--- src/hw/rtl/deq_pkg.sv ---
// ----------------------------------------------------------------------------
// deq_pkg: shared definitions for the double-ended queue
// Field widths, operation and status codes, default sizes and the memory
// command struct used between the controller and the element store.
// ----------------------------------------------------------------------------
package deq_pkg;

  // Fixed field widths of the request and result items.
  localparam int MODE_W   = 3;
  localparam int VALUE_W  = 32;
  localparam int STATUS_W = 2;

  // Default sizes handed to the top level parameters.
  localparam int DEPTH_DEF      = 16;
  localparam int DATA_WIDTH_DEF = 32;

  // Operation codes carried in the mode field.
  localparam logic [MODE_W-1:0] MODE_PUSH_FRONT = 3'd0;
  localparam logic [MODE_W-1:0] MODE_PUSH_BACK  = 3'd1;
  localparam logic [MODE_W-1:0] MODE_POP_FRONT  = 3'd2;
  localparam logic [MODE_W-1:0] MODE_POP_BACK   = 3'd3;
  localparam logic [MODE_W-1:0] MODE_SHOW_ALL   = 3'd4;

  // Result status codes.
  localparam logic [STATUS_W-1:0] ST_OK    = 2'd0;
  localparam logic [STATUS_W-1:0] ST_EMPTY = 2'd1;
  localparam logic [STATUS_W-1:0] ST_FULL  = 2'd2;

  // Strobes from the controller to the element store.
  typedef struct packed {
    logic wr_en;
    logic rd_en;
  } mem_cmd_t;

endpackage

--- src/hw/rtl/deq_if.sv ---
// ----------------------------------------------------------------------------
// deq_if: request and result channels of the double-ended queue
// Valid/ready channels; an item moves on a clock edge with both high.
// ----------------------------------------------------------------------------
interface deq_req_if;
  import deq_pkg::*;

  logic                      valid;
  logic                      ready;
  logic [MODE_W-1:0]         mode;
  logic signed [VALUE_W-1:0] value;

  modport source (output valid, output mode, output value, input ready);
  modport sink   (input valid, input mode, input value, output ready);
endinterface

interface deq_rsp_if;
  import deq_pkg::*;

  logic                      valid;
  logic                      ready;
  logic signed [VALUE_W-1:0] result_value;
  logic [STATUS_W-1:0]       status;
  logic                      last;

  modport source (output valid, output result_value, output status, output last,
                  input ready);
  modport sink   (input valid, input result_value, input status, input last,
                  output ready);
endinterface

--- src/hw/rtl/deq_mem.sv ---
// ----------------------------------------------------------------------------
// deq_mem: element store of the double-ended queue
// Single-port-write, single-port-read synchronous RAM with a registered read.
// The read data register holds its value until the next read.
// ----------------------------------------------------------------------------
module deq_mem #(
  parameter int DEPTH      = deq_pkg::DEPTH_DEF,
  parameter int DATA_WIDTH = deq_pkg::DATA_WIDTH_DEF,
  parameter int AW         = (DEPTH > 1) ? $clog2(DEPTH) : 1
) (
  input  logic                  clk,
  input  deq_pkg::mem_cmd_t     cmd,
  input  logic [AW-1:0]         wr_addr,
  input  logic [DATA_WIDTH-1:0] wr_data,
  input  logic [AW-1:0]         rd_addr,
  output logic [DATA_WIDTH-1:0] rd_data
);
  import deq_pkg::*;

  logic [DATA_WIDTH-1:0] store [DEPTH];

  // Write port.
  always_ff @(posedge clk) begin
    if (cmd.wr_en) begin
      store[wr_addr] <= wr_data;
    end
  end

  // Registered read port.
  always_ff @(posedge clk) begin
    if (cmd.rd_en) begin
      rd_data <= store[rd_addr];
    end
  end

endmodule

--- src/hw/rtl/deq_ctrl.sv ---
// ----------------------------------------------------------------------------
// deq_ctrl: controller of the double-ended queue
// Keeps the front index and element count, issues reads and writes to the
// element store, and owns the result register that faces the output channel.
// ----------------------------------------------------------------------------
module deq_ctrl #(
  parameter int DEPTH      = deq_pkg::DEPTH_DEF,
  parameter int DATA_WIDTH = deq_pkg::DATA_WIDTH_DEF,
  parameter int AW         = (DEPTH > 1) ? $clog2(DEPTH) : 1
) (
  input  logic                  clk,
  input  logic                  rst,
  deq_req_if.sink               req,
  deq_rsp_if.source             rsp,
  output deq_pkg::mem_cmd_t     cmd,
  output logic [AW-1:0]         wr_addr,
  output logic [DATA_WIDTH-1:0] wr_data,
  output logic [AW-1:0]         rd_addr,
  input  logic [DATA_WIDTH-1:0] rd_data
);
  import deq_pkg::*;

  localparam int CW = $clog2(DEPTH + 1);
  localparam int SW = AW + 1;
  localparam int KW = (DATA_WIDTH < VALUE_W) ? DATA_WIDTH : VALUE_W;

  typedef enum logic {
    S_IDLE,
    S_EMIT
  } state_t;

  state_t                    state;
  logic [AW-1:0]             front;
  logic [CW-1:0]             count;
  logic [CW-1:0]             rem;
  logic [CW-1:0]             rd_off;
  logic                      ovalid;
  logic signed [VALUE_W-1:0] oval;
  logic [STATUS_W-1:0]       ostat;
  logic                      olast;

  logic          out_free;
  logic          accept;
  logic          is_full;
  logic          is_empty;
  logic          emit_go;
  logic          ovalid_next;
  logic [AW-1:0] front_dec;
  logic [AW-1:0] front_inc;

  // Position of an offset from the front, wrapped around the ring.
  function automatic logic [AW-1:0] wrap_add(logic [AW-1:0] base, logic [CW-1:0] off);
    logic [SW-1:0] sum;
    sum = SW'(base) + SW'(off);
    if (sum >= SW'(DEPTH)) begin
      sum = sum - SW'(DEPTH);
    end
    return sum[AW-1:0];
  endfunction

  // Handshake and occupancy.
  assign out_free  = !ovalid || rsp.ready;
  assign req.ready = (state == S_IDLE) && out_free;
  assign accept    = req.valid && req.ready;
  assign is_full   = (count == CW'(DEPTH));
  assign is_empty  = (count == '0);
  assign emit_go   = (state == S_EMIT) && out_free;
  assign front_dec = (front == '0) ? AW'(DEPTH - 1) : front - 1'b1;
  assign front_inc = wrap_add(front, CW'(1));

  assign rsp.valid        = ovalid;
  assign rsp.result_value = oval;
  assign rsp.status       = ostat;
  assign rsp.last         = olast;

  // Store accesses. Reads and writes never fall in the same cycle, so no forwarding
  // is needed.
  always_comb begin
    cmd     = '0;
    wr_addr = front;
    rd_addr = front;
    wr_data = DATA_WIDTH'(req.value[KW-1:0]);
    if (accept) begin
      unique case (req.mode) inside
        MODE_PUSH_FRONT: begin
          cmd.wr_en = !is_full;
          wr_addr   = front_dec;
        end
        MODE_PUSH_BACK: begin
          cmd.wr_en = !is_full;
          wr_addr   = wrap_add(front, count);
        end
        MODE_POP_FRONT, MODE_SHOW_ALL: begin
          cmd.rd_en = !is_empty;
          rd_addr   = front;
        end
        MODE_POP_BACK: begin
          cmd.rd_en = !is_empty;
          rd_addr   = wrap_add(front, count - 1'b1);
        end
        default: begin
        end
      endcase
    end else if (emit_go && (rem != CW'(1))) begin
      cmd.rd_en = 1'b1;
      rd_addr   = wrap_add(front, rd_off);
    end
  end

  // The result register stays full until taken, and is loaded by a push, by
  // an empty report or by each emitted element.
  always_comb begin
    ovalid_next = ovalid && !rsp.ready;
    if (emit_go) begin
      ovalid_next = 1'b1;
    end else if (accept) begin
      case (req.mode) inside
        MODE_PUSH_FRONT, MODE_PUSH_BACK: begin
          ovalid_next = 1'b1;
        end
        MODE_POP_FRONT, MODE_POP_BACK, MODE_SHOW_ALL: begin
          ovalid_next = is_empty;
        end
        default: begin
        end
      endcase
    end
  end

  // Sequencer, pointers and the result register.
  always_ff @(posedge clk) begin
    if (rst) begin
      state  <= S_IDLE;
      front  <= '0;
      count  <= '0;
      rem    <= '0;
      rd_off <= '0;
      ovalid <= 1'b0;
    end else begin
      ovalid <= ovalid_next;
      unique case (state)
        S_IDLE: begin
          if (accept) begin
            unique case (req.mode) inside
              MODE_PUSH_FRONT, MODE_PUSH_BACK: begin
                oval   <= VALUE_W'(req.value[KW-1:0]);
                olast  <= 1'b1;
                if (is_full) begin
                  ostat <= ST_FULL;
                end else begin
                  ostat <= ST_OK;
                  count <= count + 1'b1;
                  if (req.mode == MODE_PUSH_FRONT) begin
                    front <= front_dec;
                  end
                end
              end
              MODE_POP_FRONT, MODE_POP_BACK: begin
                if (is_empty) begin
                  oval   <= '0;
                  ostat  <= ST_EMPTY;
                  olast  <= 1'b1;
                end else begin
                  state <= S_EMIT;
                  rem   <= CW'(1);
                  count <= count - 1'b1;
                  if (req.mode == MODE_POP_FRONT) begin
                    front <= front_inc;
                  end
                end
              end
              MODE_SHOW_ALL: begin
                if (is_empty) begin
                  oval   <= '0;
                  ostat  <= ST_EMPTY;
                  olast  <= 1'b1;
                end else begin
                  state  <= S_EMIT;
                  rem    <= count;
                  rd_off <= CW'(1);
                end
              end
              default: begin
              end
            endcase
          end
        end
        S_EMIT: begin
          // The element read in the previous step moves to the result register.
          if (out_free) begin
            oval   <= VALUE_W'(rd_data[KW-1:0]);
            ostat  <= ST_OK;
            olast  <= (rem == CW'(1));
            if (rem == CW'(1)) begin
              state <= S_IDLE;
            end else begin
              rem    <= rem - 1'b1;
              rd_off <= rd_off + 1'b1;
            end
          end
        end
        default: begin
          state <= S_IDLE;
        end
      endcase
    end
  end

endmodule

--- src/hw/rtl/double_ended_queue.sv ---
// A push, or a pop or display of an empty queue, shows its result in the cycle after
// the item is taken. Pushes are taken one per cycle while the result channel is ready.
// A pop or display moves each element through the store's read data register and the
// result register, one per cycle while the result channel is ready, and takes no new
// request until its last element is registered. Reset is synchronous: it empties the
// queue and the result register; the element store itself is not cleared.
// ----------------------------------------------------------------------------
// double_ended_queue: bounded double-ended queue on a ring buffer
// Push and pop at either end, and a front-to-back listing of all elements.
// ----------------------------------------------------------------------------
module double_ended_queue #(
  parameter int DEPTH      = deq_pkg::DEPTH_DEF,
  parameter int DATA_WIDTH = deq_pkg::DATA_WIDTH_DEF
) (
  input logic       clk,
  input logic       rst,
  deq_req_if.sink   req,
  deq_rsp_if.source rsp
);
  import deq_pkg::*;

  localparam int AW = (DEPTH > 1) ? $clog2(DEPTH) : 1;

  mem_cmd_t              cmd;
  logic [AW-1:0]         wr_addr;
  logic [DATA_WIDTH-1:0] wr_data;
  logic [AW-1:0]         rd_addr;
  logic [DATA_WIDTH-1:0] rd_data;

  // Pointer logic, sequencing and result register.
  deq_ctrl #(
    .DEPTH      (DEPTH),
    .DATA_WIDTH (DATA_WIDTH),
    .AW         (AW)
  ) u_ctrl (
    .clk     (clk),
    .rst     (rst),
    .req     (req),
    .rsp     (rsp),
    .cmd     (cmd),
    .wr_addr (wr_addr),
    .wr_data (wr_data),
    .rd_addr (rd_addr),
    .rd_data (rd_data)
  );

  // Element store.
  deq_mem #(
    .DEPTH      (DEPTH),
    .DATA_WIDTH (DATA_WIDTH),
    .AW         (AW)
  ) u_mem (
    .clk     (clk),
    .cmd     (cmd),
    .wr_addr (wr_addr),
    .wr_data (wr_data),
    .rd_addr (rd_addr),
    .rd_data (rd_data)
  );

endmodule

--- src/flat_wrapper.sv ---
// flat-port wrapper written by rule: the top's interface ports become plain ports
module double_ended_queue_flat import deq_pkg::*;
#(
  parameter int DEPTH      = deq_pkg::DEPTH_DEF,
  parameter int DATA_WIDTH = deq_pkg::DATA_WIDTH_DEF
)
  (clk, rst, req_valid, req_mode, req_value, req_ready, rsp_valid, rsp_result_value, rsp_status, rsp_last, rsp_ready);
  deq_req_if req_i ();
  deq_rsp_if rsp_i ();
  input logic clk;
  input logic rst;
  input wire logic [$bits(req_i.valid)-1:0] req_valid;
  input wire logic [$bits(req_i.mode)-1:0] req_mode;
  input wire logic [$bits(req_i.value)-1:0] req_value;
  output wire logic [$bits(req_i.ready)-1:0] req_ready;
  output wire logic [$bits(rsp_i.valid)-1:0] rsp_valid;
  output wire logic [$bits(rsp_i.result_value)-1:0] rsp_result_value;
  output wire logic [$bits(rsp_i.status)-1:0] rsp_status;
  output wire logic [$bits(rsp_i.last)-1:0] rsp_last;
  input wire logic [$bits(rsp_i.ready)-1:0] rsp_ready;
  assign req_i.valid = req_valid;
  assign req_i.mode = req_mode;
  assign req_i.value = req_value;
  assign req_ready = req_i.ready;
  assign rsp_valid = rsp_i.valid;
  assign rsp_result_value = rsp_i.result_value;
  assign rsp_status = rsp_i.status;
  assign rsp_last = rsp_i.last;
  assign rsp_i.ready = rsp_ready;
  double_ended_queue #(.DEPTH(DEPTH), .DATA_WIDTH(DATA_WIDTH)) u_core (.clk(clk), .rst(rst), .req(req_i), .rsp(rsp_i));
endmodule
--- config.mk ---
export PLATFORM = sky130hd
export DESIGN_NAME = double_ended_queue_flat
export DESIGN_NICKNAME = d
export VERILOG_FILES = /design/src/hw/rtl/deq_pkg.sv /design/src/hw/rtl/deq_if.sv /design/src/hw/rtl/deq_mem.sv /design/src/hw/rtl/deq_ctrl.sv /design/src/hw/rtl/double_ended_queue.sv /design/src/flat_wrapper.sv
export SDC_FILE = /design/constraint.sdc
export NUM_CORES = 1
export LEC_CHECK = 0
export BUFFER_PORTS_ARGS = -buffer_cell sky130_fd_sc_hd__buf_2
export CAP_MARGIN = 20
export CORE_ASPECT_RATIO = 1.2
export CORE_MARGIN = 2
export CORE_UTILIZATION = 45
export CTS_BUF_LIST = sky130_fd_sc_hd__clkbuf_16
export CTS_CLUSTER_DIAMETER = 40
export DETAILED_ROUTE_END_ITERATION = 8
export GPL_ROUTABILITY_DRIVEN = 0
export PLACE_DENSITY = 0.68
export RECOVER_POWER = 100
export SLEW_MARGIN = 20
export SYNTH_ARGS = -nofsm -noshare
export SYNTH_HDL_FRONTEND = slang
export SYNTH_HIERARCHICAL = 1
export SYNTH_SLANG_ARGS = --single-unit
--- constraint.sdc ---
create_clock -name clk -period 4.74 [get_ports clk]
set_clock_uncertainty 0.1 [all_clocks]
set_input_delay 0.237 -clock clk [delete_from_list [all_inputs] [get_ports clk]]
set_output_delay 0.237 -clock clk [all_outputs]
set_load 0.01 [all_outputs]
## After elaboration in Yosys (flattened, before gate mapping)

Memory sizes are Yosys's and may differ from the RTL's. A register that Yosys moved wholly into a read port is not among the register bits.
Cells that the tools add are included.

| word-level totals | value |
|---|---|
| flip-flop bits (word level) | 56 |
| latch bits | 0 |
| bits in writable memories | 512 |
| ROM bits | 0 |
| input port bits | 39 |
| logic and storage cells | 135 |
| memories kept | 1 |

| cells by class | value |
|---|---|
| $add $sub $neg | 13 |
| multiply operators | 0 |
| div/mod/pow operators | 0 |
| magnitude comparators | 4 |
| equal/unequal tests | 21 |
| shift operators | 0 |
| multiplexer cells | 63 |
| bitwise logic cells | 2 |
| reduce and logical (&&, ||, !) cells | 22 |

Memories:

| name | depth | bits a word | read ports | clocked after memory_dff | write ports | RTL line | RTL |
|---|---|---|---|---|---|---|---|
| u_core.u_mem.store | 16 | 32 | 1 | 1 | 1 | deq_mem.sv:20 | `logic [DATA_WIDTH-1:0] store [DEPTH];` |

Operators by type and width:

| operator | count |
|---|---|
| 32-bit case mux with 2 select lines | 2 |
| 32-bit 2-to-1 mux | 3 |
| 5-bit 2-to-1 mux | 11 |
| 4-bit 2-to-1 mux | 13 |
| 5-bit case mux with 2 select lines | 4 |
| 5-bit greater-or-equal comparator (second input constant) | 4 |
| 4-bit by 1-bit subtractor with 4-bit output (second input constant) | 5 |
| 1-bit 2-to-1 mux | 19 |
| 4-bit case mux with 2 select lines | 2 |
| 4-bit by 5-bit adder with 5-bit output | 3 |
| 5-bit AND reduction | 3 |
| 2-bit inequality test (second input constant) | 6 |
| 3-bit inequality test (second input constant) | 4 |
| 5-bit by 1-bit adder with 5-bit output (second input constant) | 2 |
| 5-bit by 1-bit subtractor with 5-bit output (second input constant) | 2 |
| 2-bit 2-to-1 mux | 4 |
| 2-bit case mux with 2 select lines | 2 |
| 7-bit AND reduction | 1 |
| 3-bit by 2-bit equality test with 1-bit output (second input constant) | 2 |
| 2-bit by 1-bit inequality test with 1-bit output (second input constant) | 3 |
| 1-bit case mux with 2 select lines | 3 |
| 6-bit AND reduction | 1 |
| 4-bit by 1-bit adder with 5-bit output (second input constant) | 1 |
| 5-bit by 1-bit equality test with 1-bit output (second input constant) | 1 |
| other kinds (15) | 24 |

## Longest topological paths before layout

| depth | value |
|---|---|
| depth after elaboration | 7 |
| mapped depth | 14 |
| depth with buffers taken out | 12 |

## Hierarchy

Netlist, hierarchy kept.

By module, submodules not included:

| module | times used | cells an instance | area an instance (µm²) | sequential area each (µm²) |
|---|---|---|---|---|
| deq_mem | 1 | 838 | 20155.6 | 16335.7 |
| deq_ctrl | 1 | 404 | 3589.7 | 1451.4 |

## Worst setup path after synthesis

OpenSTA, ideal clock, no wires.

| timing | value |
|---|---|
| path kind | register to register |
| from | reg u_core.u_ctrl.front[1] |
| to | mem u_core/u_mem/store[0][0] in the netlist's numbering (enable) |
| setup time | 0.461 ns |
| data arrival time | 4.409 ns |
| setup slack | -0.230 ns |
| stages on the path, launching flop included | 10 |
| path buffers | 0 |
| cells stage by stage | dfxtp_1 -> inv_1 -> ha_1 -> o21bai_1 -> a21oi_1 -> a41oi_1 -> o22a_1 -> o22a_1 -> or3b_2 -> nor3_1 |

| between the ends | value |
|---|---|
| cells in the longest elaborated chain, start to end | 5 |

RTL lines:

| item | RTL line | RTL |
|---|---|---|
| start: declaration | deq_ctrl.sv:33 | `logic [AW-1:0] front;` |
| start signal: assignment | deq_ctrl.sv:154 | `front <= front_dec;` |
| start signal: assignment | deq_ctrl.sv:168 | `front <= front_inc;` |
| 4-bit by 5-bit adder with 5-bit output | deq_ctrl.sv:54 | `sum = SW'(base) + SW'(off);` |
| 4-bit by 1-bit subtractor with 4-bit output / 5-bit greater-or-equal comparator (equally long branches) | deq_ctrl.sv:56, deq_ctrl.sv:55 |  |
| 4-bit 2-to-1 mux | deq_ctrl.sv:55 | `if (sum >= SW'(DEPTH)) begin` |
| 4-bit case mux with 2 select lines (*) | deq_ctrl.sv:84 | `unique case (req.mode) inside` |
| 4-bit 2-to-1 mux (*) | deq_ctrl.sv:83 | `if (accept) begin` |
| net u_core.wr_addr[3] | double_ended_queue.sv:25 | `logic [AW-1:0] wr_addr;` |
| end: declaration | deq_mem.sv:20 |  |

The timed path passes the listed nets; every way through them passes the cells marked *.

## Worst setup path in the final report

| timing | value |
|---|---|
| from | reg u_core.u_ctrl.ovalid, in the netlist u_core/u_ctrl/rsp.valid |
| to | mem u_core/u_mem/store[11][27] in the netlist's numbering (enable) |

RTL lines:

| item | RTL line | RTL |
|---|---|---|
| start: declaration | deq_ctrl.sv:37 | `logic ovalid;` |
| start signal: assignment | deq_ctrl.sv:140 | `ovalid <= ovalid_next;` |
| 1-bit zero test | deq_ctrl.sv:62 | `assign out_free = !ovalid \|\| rsp.ready;` |
| 1-bit logical OR | deq_ctrl.sv:62 |  |
| 1-bit logical AND | deq_ctrl.sv:63 | `assign req.ready = (state == S_IDLE) && out_free;` |
| 1-bit logical AND | deq_ctrl.sv:64 | `assign accept = req.valid && req.ready;` |
| 4-bit 2-to-1 mux | deq_ctrl.sv:83 |  |
| net u_core.wr_addr[1] | double_ended_queue.sv:25 |  |

The timed path passes the listed nets, and every way through them passes these cells.

==> summary.md <==
* 0.002506 W — net switching power of the design
* 2 — maximum level of the CTS H-tree
* flip-flop — Setup crit start kind
* 0.6398 ns — worst setup timing slack at the placement stage
* 0 — post_cts resized
* 228.4 MHz — f_max
* complete, but fails checks — outcome
* -98.75% — worst max-slew margin expressed relative to the limit
* 1300 — Synthesized Nets
* 0.06 ns — clock-pin transition on the worst setup and hold timing paths
* 24.44 um — Routed wire per std cell
* 45.34% — Initial Util
* 28030 um — post-detailed-placement half-perimeter wirelength
* 6 — warning count from the yosys run
* capacitance limit, slew limit — violations in the final reports
* 2.981 ns — actual slew at the worst max-slew pin
* no — setup repair after global routing missed its margin
* 32 — critical path peak fanout
* 0.92 ns — Worst path max stage delay
* 579 — number of enable flip-flop cells after synthesis
* 92.35% — Tcrit/Tclk final
* sky130_fd_sc_hd__edfxtp_1 (579), sky130_fd_sc_hd__mux4_2 (128), sky130_fd_sc_hd__nand2_1 (109) — highest-count cells in the layout ignoring fill and taps
* in -> reg — path category of the worst min-delay check
* 0.60 ns — worst skew pair latency
* 22.01% — Sw Ratio
* 3.166% — GR Util met3
* 12030 — via count of the routed design
* sky130_fd_sc_hd__clkbuf_1 — most frequent cell on the critical path
* nor2b_1 > clkbuf_1 > or3_1 > or2_0 > clkbuf_1 > o21ai_0 > nand2_1 > nor2_4 > clkbuf_2 — chain of cells forming the critical path
* 4115 — filler instances
* sky130_fd_sc_hd__clkbuf_2 — master of the slowest instance on the critical path
* met2 — global route hottest layer
* sky130_fd_sc_hd__edfxtp_1 — most common cell after layout, fill and taps aside
* 51320 um — total wirelength of the detailed-routed design
* 1 — antenna violations before repair
* 75 — number of port buffers
* 13.91% — area overhead of the layout relative to synthesis
* 0 — count of antenna diodes in the layout
* 7.4% — Comb pwr share
* 0 ns — setup TNS
* 0.008879 W — internal portion of total power
* 31.25% — met2 capacity usage during global routing
* 77180 um — wire length of the first global-routing pass
* 3 — Max Buffers Root-to-Sink
* 4.378 ns — fin crit period
* 0 — post-route antenna net violation count
* 281.2 uV — Max VDD drop
* 19.07% — overall routing resource usage
* 20.00% — fraction of final layout cells sized beyond drive strength 1
* 420.9 mW/mm2 — power density of the placed cells
* 57 — TritonCTS buffer count
* 0 — number of failing setup endpoints in the final timing report
* 4.48 ns — data arrival time of the critical path
* 52.1% — power share of the sequential group
* 0.05238 mm2 — Core Box Area
* 54 — number of library cell types mapped by synthesis
* 76 — I/O pin count
* 30 — count of pins over their slew limit
* 0 — Congestion Overflow GR
* sky130_fd_sc_hd__clkbuf_16 — clock root cell
* 0 — total setup buffers inserted after CTS
* 2 — MaxCap Viol Count
* 1242 — cells after synthesis
* 599 — total number of clock tree sinks
* 255.6 um — Chip Height
* 74.91% — post-synthesis sequential area ratio
* 12270 — via count of the first global-routing pass
* 26.29% — global routing usage on met1
* 0 — DR DRC count
* reg -> reg — category of the critical setup timing path
* 1407 — Layout Nets
* 0.02375 mm2 — post-synthesis cell area
* sky130_fd_sc_hd__edfxtp_1 — Post-synth top flop
* 599 — flip-flop and latch count after synthesis
* 0.3624 ns — worst setup slack after layout
* 8.449 nW — static leakage
* 5.730 — vias per std cell
* 81 — maximum number of pins on one net before global-route repair
* 213.7 um — die width
* 19.12 um2 — syn avg cell area
* flip-flop — crit path capture type
* 0.05463 mm2 — die area
* 4.85 ns — Worst Path Required
* 40.6% — Clock power frac
* 0% — Async SR Flop Fraction
* yes — clock tree from TritonCTS
* 1227 — violation count after the first detailed-routing iteration
* 0 — Hold Vio Cnt, Final
* 5 — DR pass1 iterations
* 92 — placement row count
[critical path, delay by kind of cell, from the launching register on]
family | cells | cell delay (ns)
flops | 1 | 0.32
compound gates | 1 | 0.79
buf+inv | 3 | 1.33
simple gates | 5 | 1.44
[stage by stage]
stage / hold WS (ns) / cells / power, W / utilization, % / cell area, um2
final: 0.04819 / 2100 / 0.01138 / 51.64 / 27050
after global routing: 0.07784 / 2100 / 0.01173 / 51.64 / 27050
after CTS: 0.03204 / 2100 / 0.01148 / 52.24 / 27360
after detailed placement: 0.4085 / 1962 / 0.006887 / 47.93 / 25110
after global placement: 0.4078 / 1962 / 0.006867 / 47.93 / 25110
after floorplan: 0.3233 / 1242 / 0.006621 / - / 23750
[repair_timing]
item / in CTS / in global routing
hold buffers: 33 / 0
endpoints found under the setup margin: 0 / 0
endpoints found under the hold margin: 518 / 0
[sequential cells by signal, indices dropped and copies added, names as in the netlist]
register	flops
u_core/u_ctrl/rsp.status	2
u_core/u_ctrl/front	4
u_core/u_ctrl/state	1
u_core/u_ctrl/rsp.last	1
u_core/u_ctrl/count	5
u_core/u_ctrl/rsp.valid	1
u_core/u_mem/rd_data	32
u_core/u_ctrl/rsp.result_value	32
u_core/u_mem/store	512
u_core/u_ctrl/rem	5
u_core/u_ctrl/rd_off	4
[cell families after synthesis]
group                    count (synthesis)  synth area share (%)
multiplexers                           132                 12.31
buffers and inverters                  116                 2.619
AND/OR/NAND/NOR                        197                 3.736
flip-flops                             599                 74.91
adder cells (fa/ha/maj)                 19                 1.096
XOR/XNOR                                18                0.6639
AO/OA/AOI/OAI                          161                 4.669
[power by group through the flow]
stage	Sequential, W	Combinational [W]	Clock, W
2_1_floorplan	0.00604	0.000581	0
3_3_place_gp	0.00604	0.000831	0
3_5_place_dp	0.00604	0.000849	0
4_1_cts	0.00593	0.000873	0.00468
5_1_grt	0.00593	0.000914	0.00489
6_report	0.00593	0.000838	0.00462
[synthesized netlist by cell type (7+ instances only)]
cell,n,area (um2)
sky130_fd_sc_hd__nor3_1,12,60.06
sky130_fd_sc_hd__dfxtp_1,20,400.4
sky130_fd_sc_hd__clkbuf_1,33,123.9
sky130_fd_sc_hd__edfxtp_1,579,17390
sky130_fd_sc_hd__xnor2_1,10,87.58
sky130_fd_sc_hd__mux4_2,128,2883
sky130_fd_sc_hd__buf_1,11,41.29
sky130_fd_sc_hd__buf_4,41,307.8
sky130_fd_sc_hd__ha_1,16,200.2
sky130_fd_sc_hd__o21ai_0,40,200.2
sky130_fd_sc_hd__xor2_1,8,70.07
sky130_fd_sc_hd__nand3_1,7,35.03
sky130_fd_sc_hd__buf_2,13,65.06
sky130_fd_sc_hd__inv_1,15,56.30
sky130_fd_sc_hd__a21oi_1,19,95.09
sky130_fd_sc_hd__a211oi_1,9,67.56
sky130_fd_sc_hd__nor2_1,37,138.9
sky130_fd_sc_hd__a22oi_1,67,503.0
sky130_fd_sc_hd__nand2_1,109,409.1
[final timing paths]
path                            from                          to  slack [ns]  cells past startpoint
min reg2reg     u_core/u_ctrl/rem[1]        u_core/u_ctrl/rem[1]        0.42                      2
max reg2reg  u_core/u_ctrl/rsp.valid  u_core/u_mem/store[11][27]        0.36                      9
min                        req_valid     u_core/u_ctrl/rsp.valid        0.05                      3
max          u_core/u_ctrl/rsp.valid  u_core/u_mem/store[11][27]        0.36                      9
[routing by layer]
layer	wire (um)	vias to the layer above
met5	11	-
met1	21320	6303
met2	25490	443
li1	-	5189
met4	1318	2
met3	3178	95
[final cells by class]
class / count / area, um2 / share of cell area [%]
Timing Repair Buffer: 149 / 970.9 / 3.590
Clock buffer: 58 / 1451 / 5.366
Multi-Input combinational cell: 527 / 5426 / 20.06
Sequential cell: 599 / 17790 / 65.76
Inverter: 15 / 56.30 / 0.2082
Clock inverter: 47 / 473.0 / 1.749
Tap cell: 705 / 882.1 / 3.261
No activity file was read; power rests on OpenSTA's default activity.
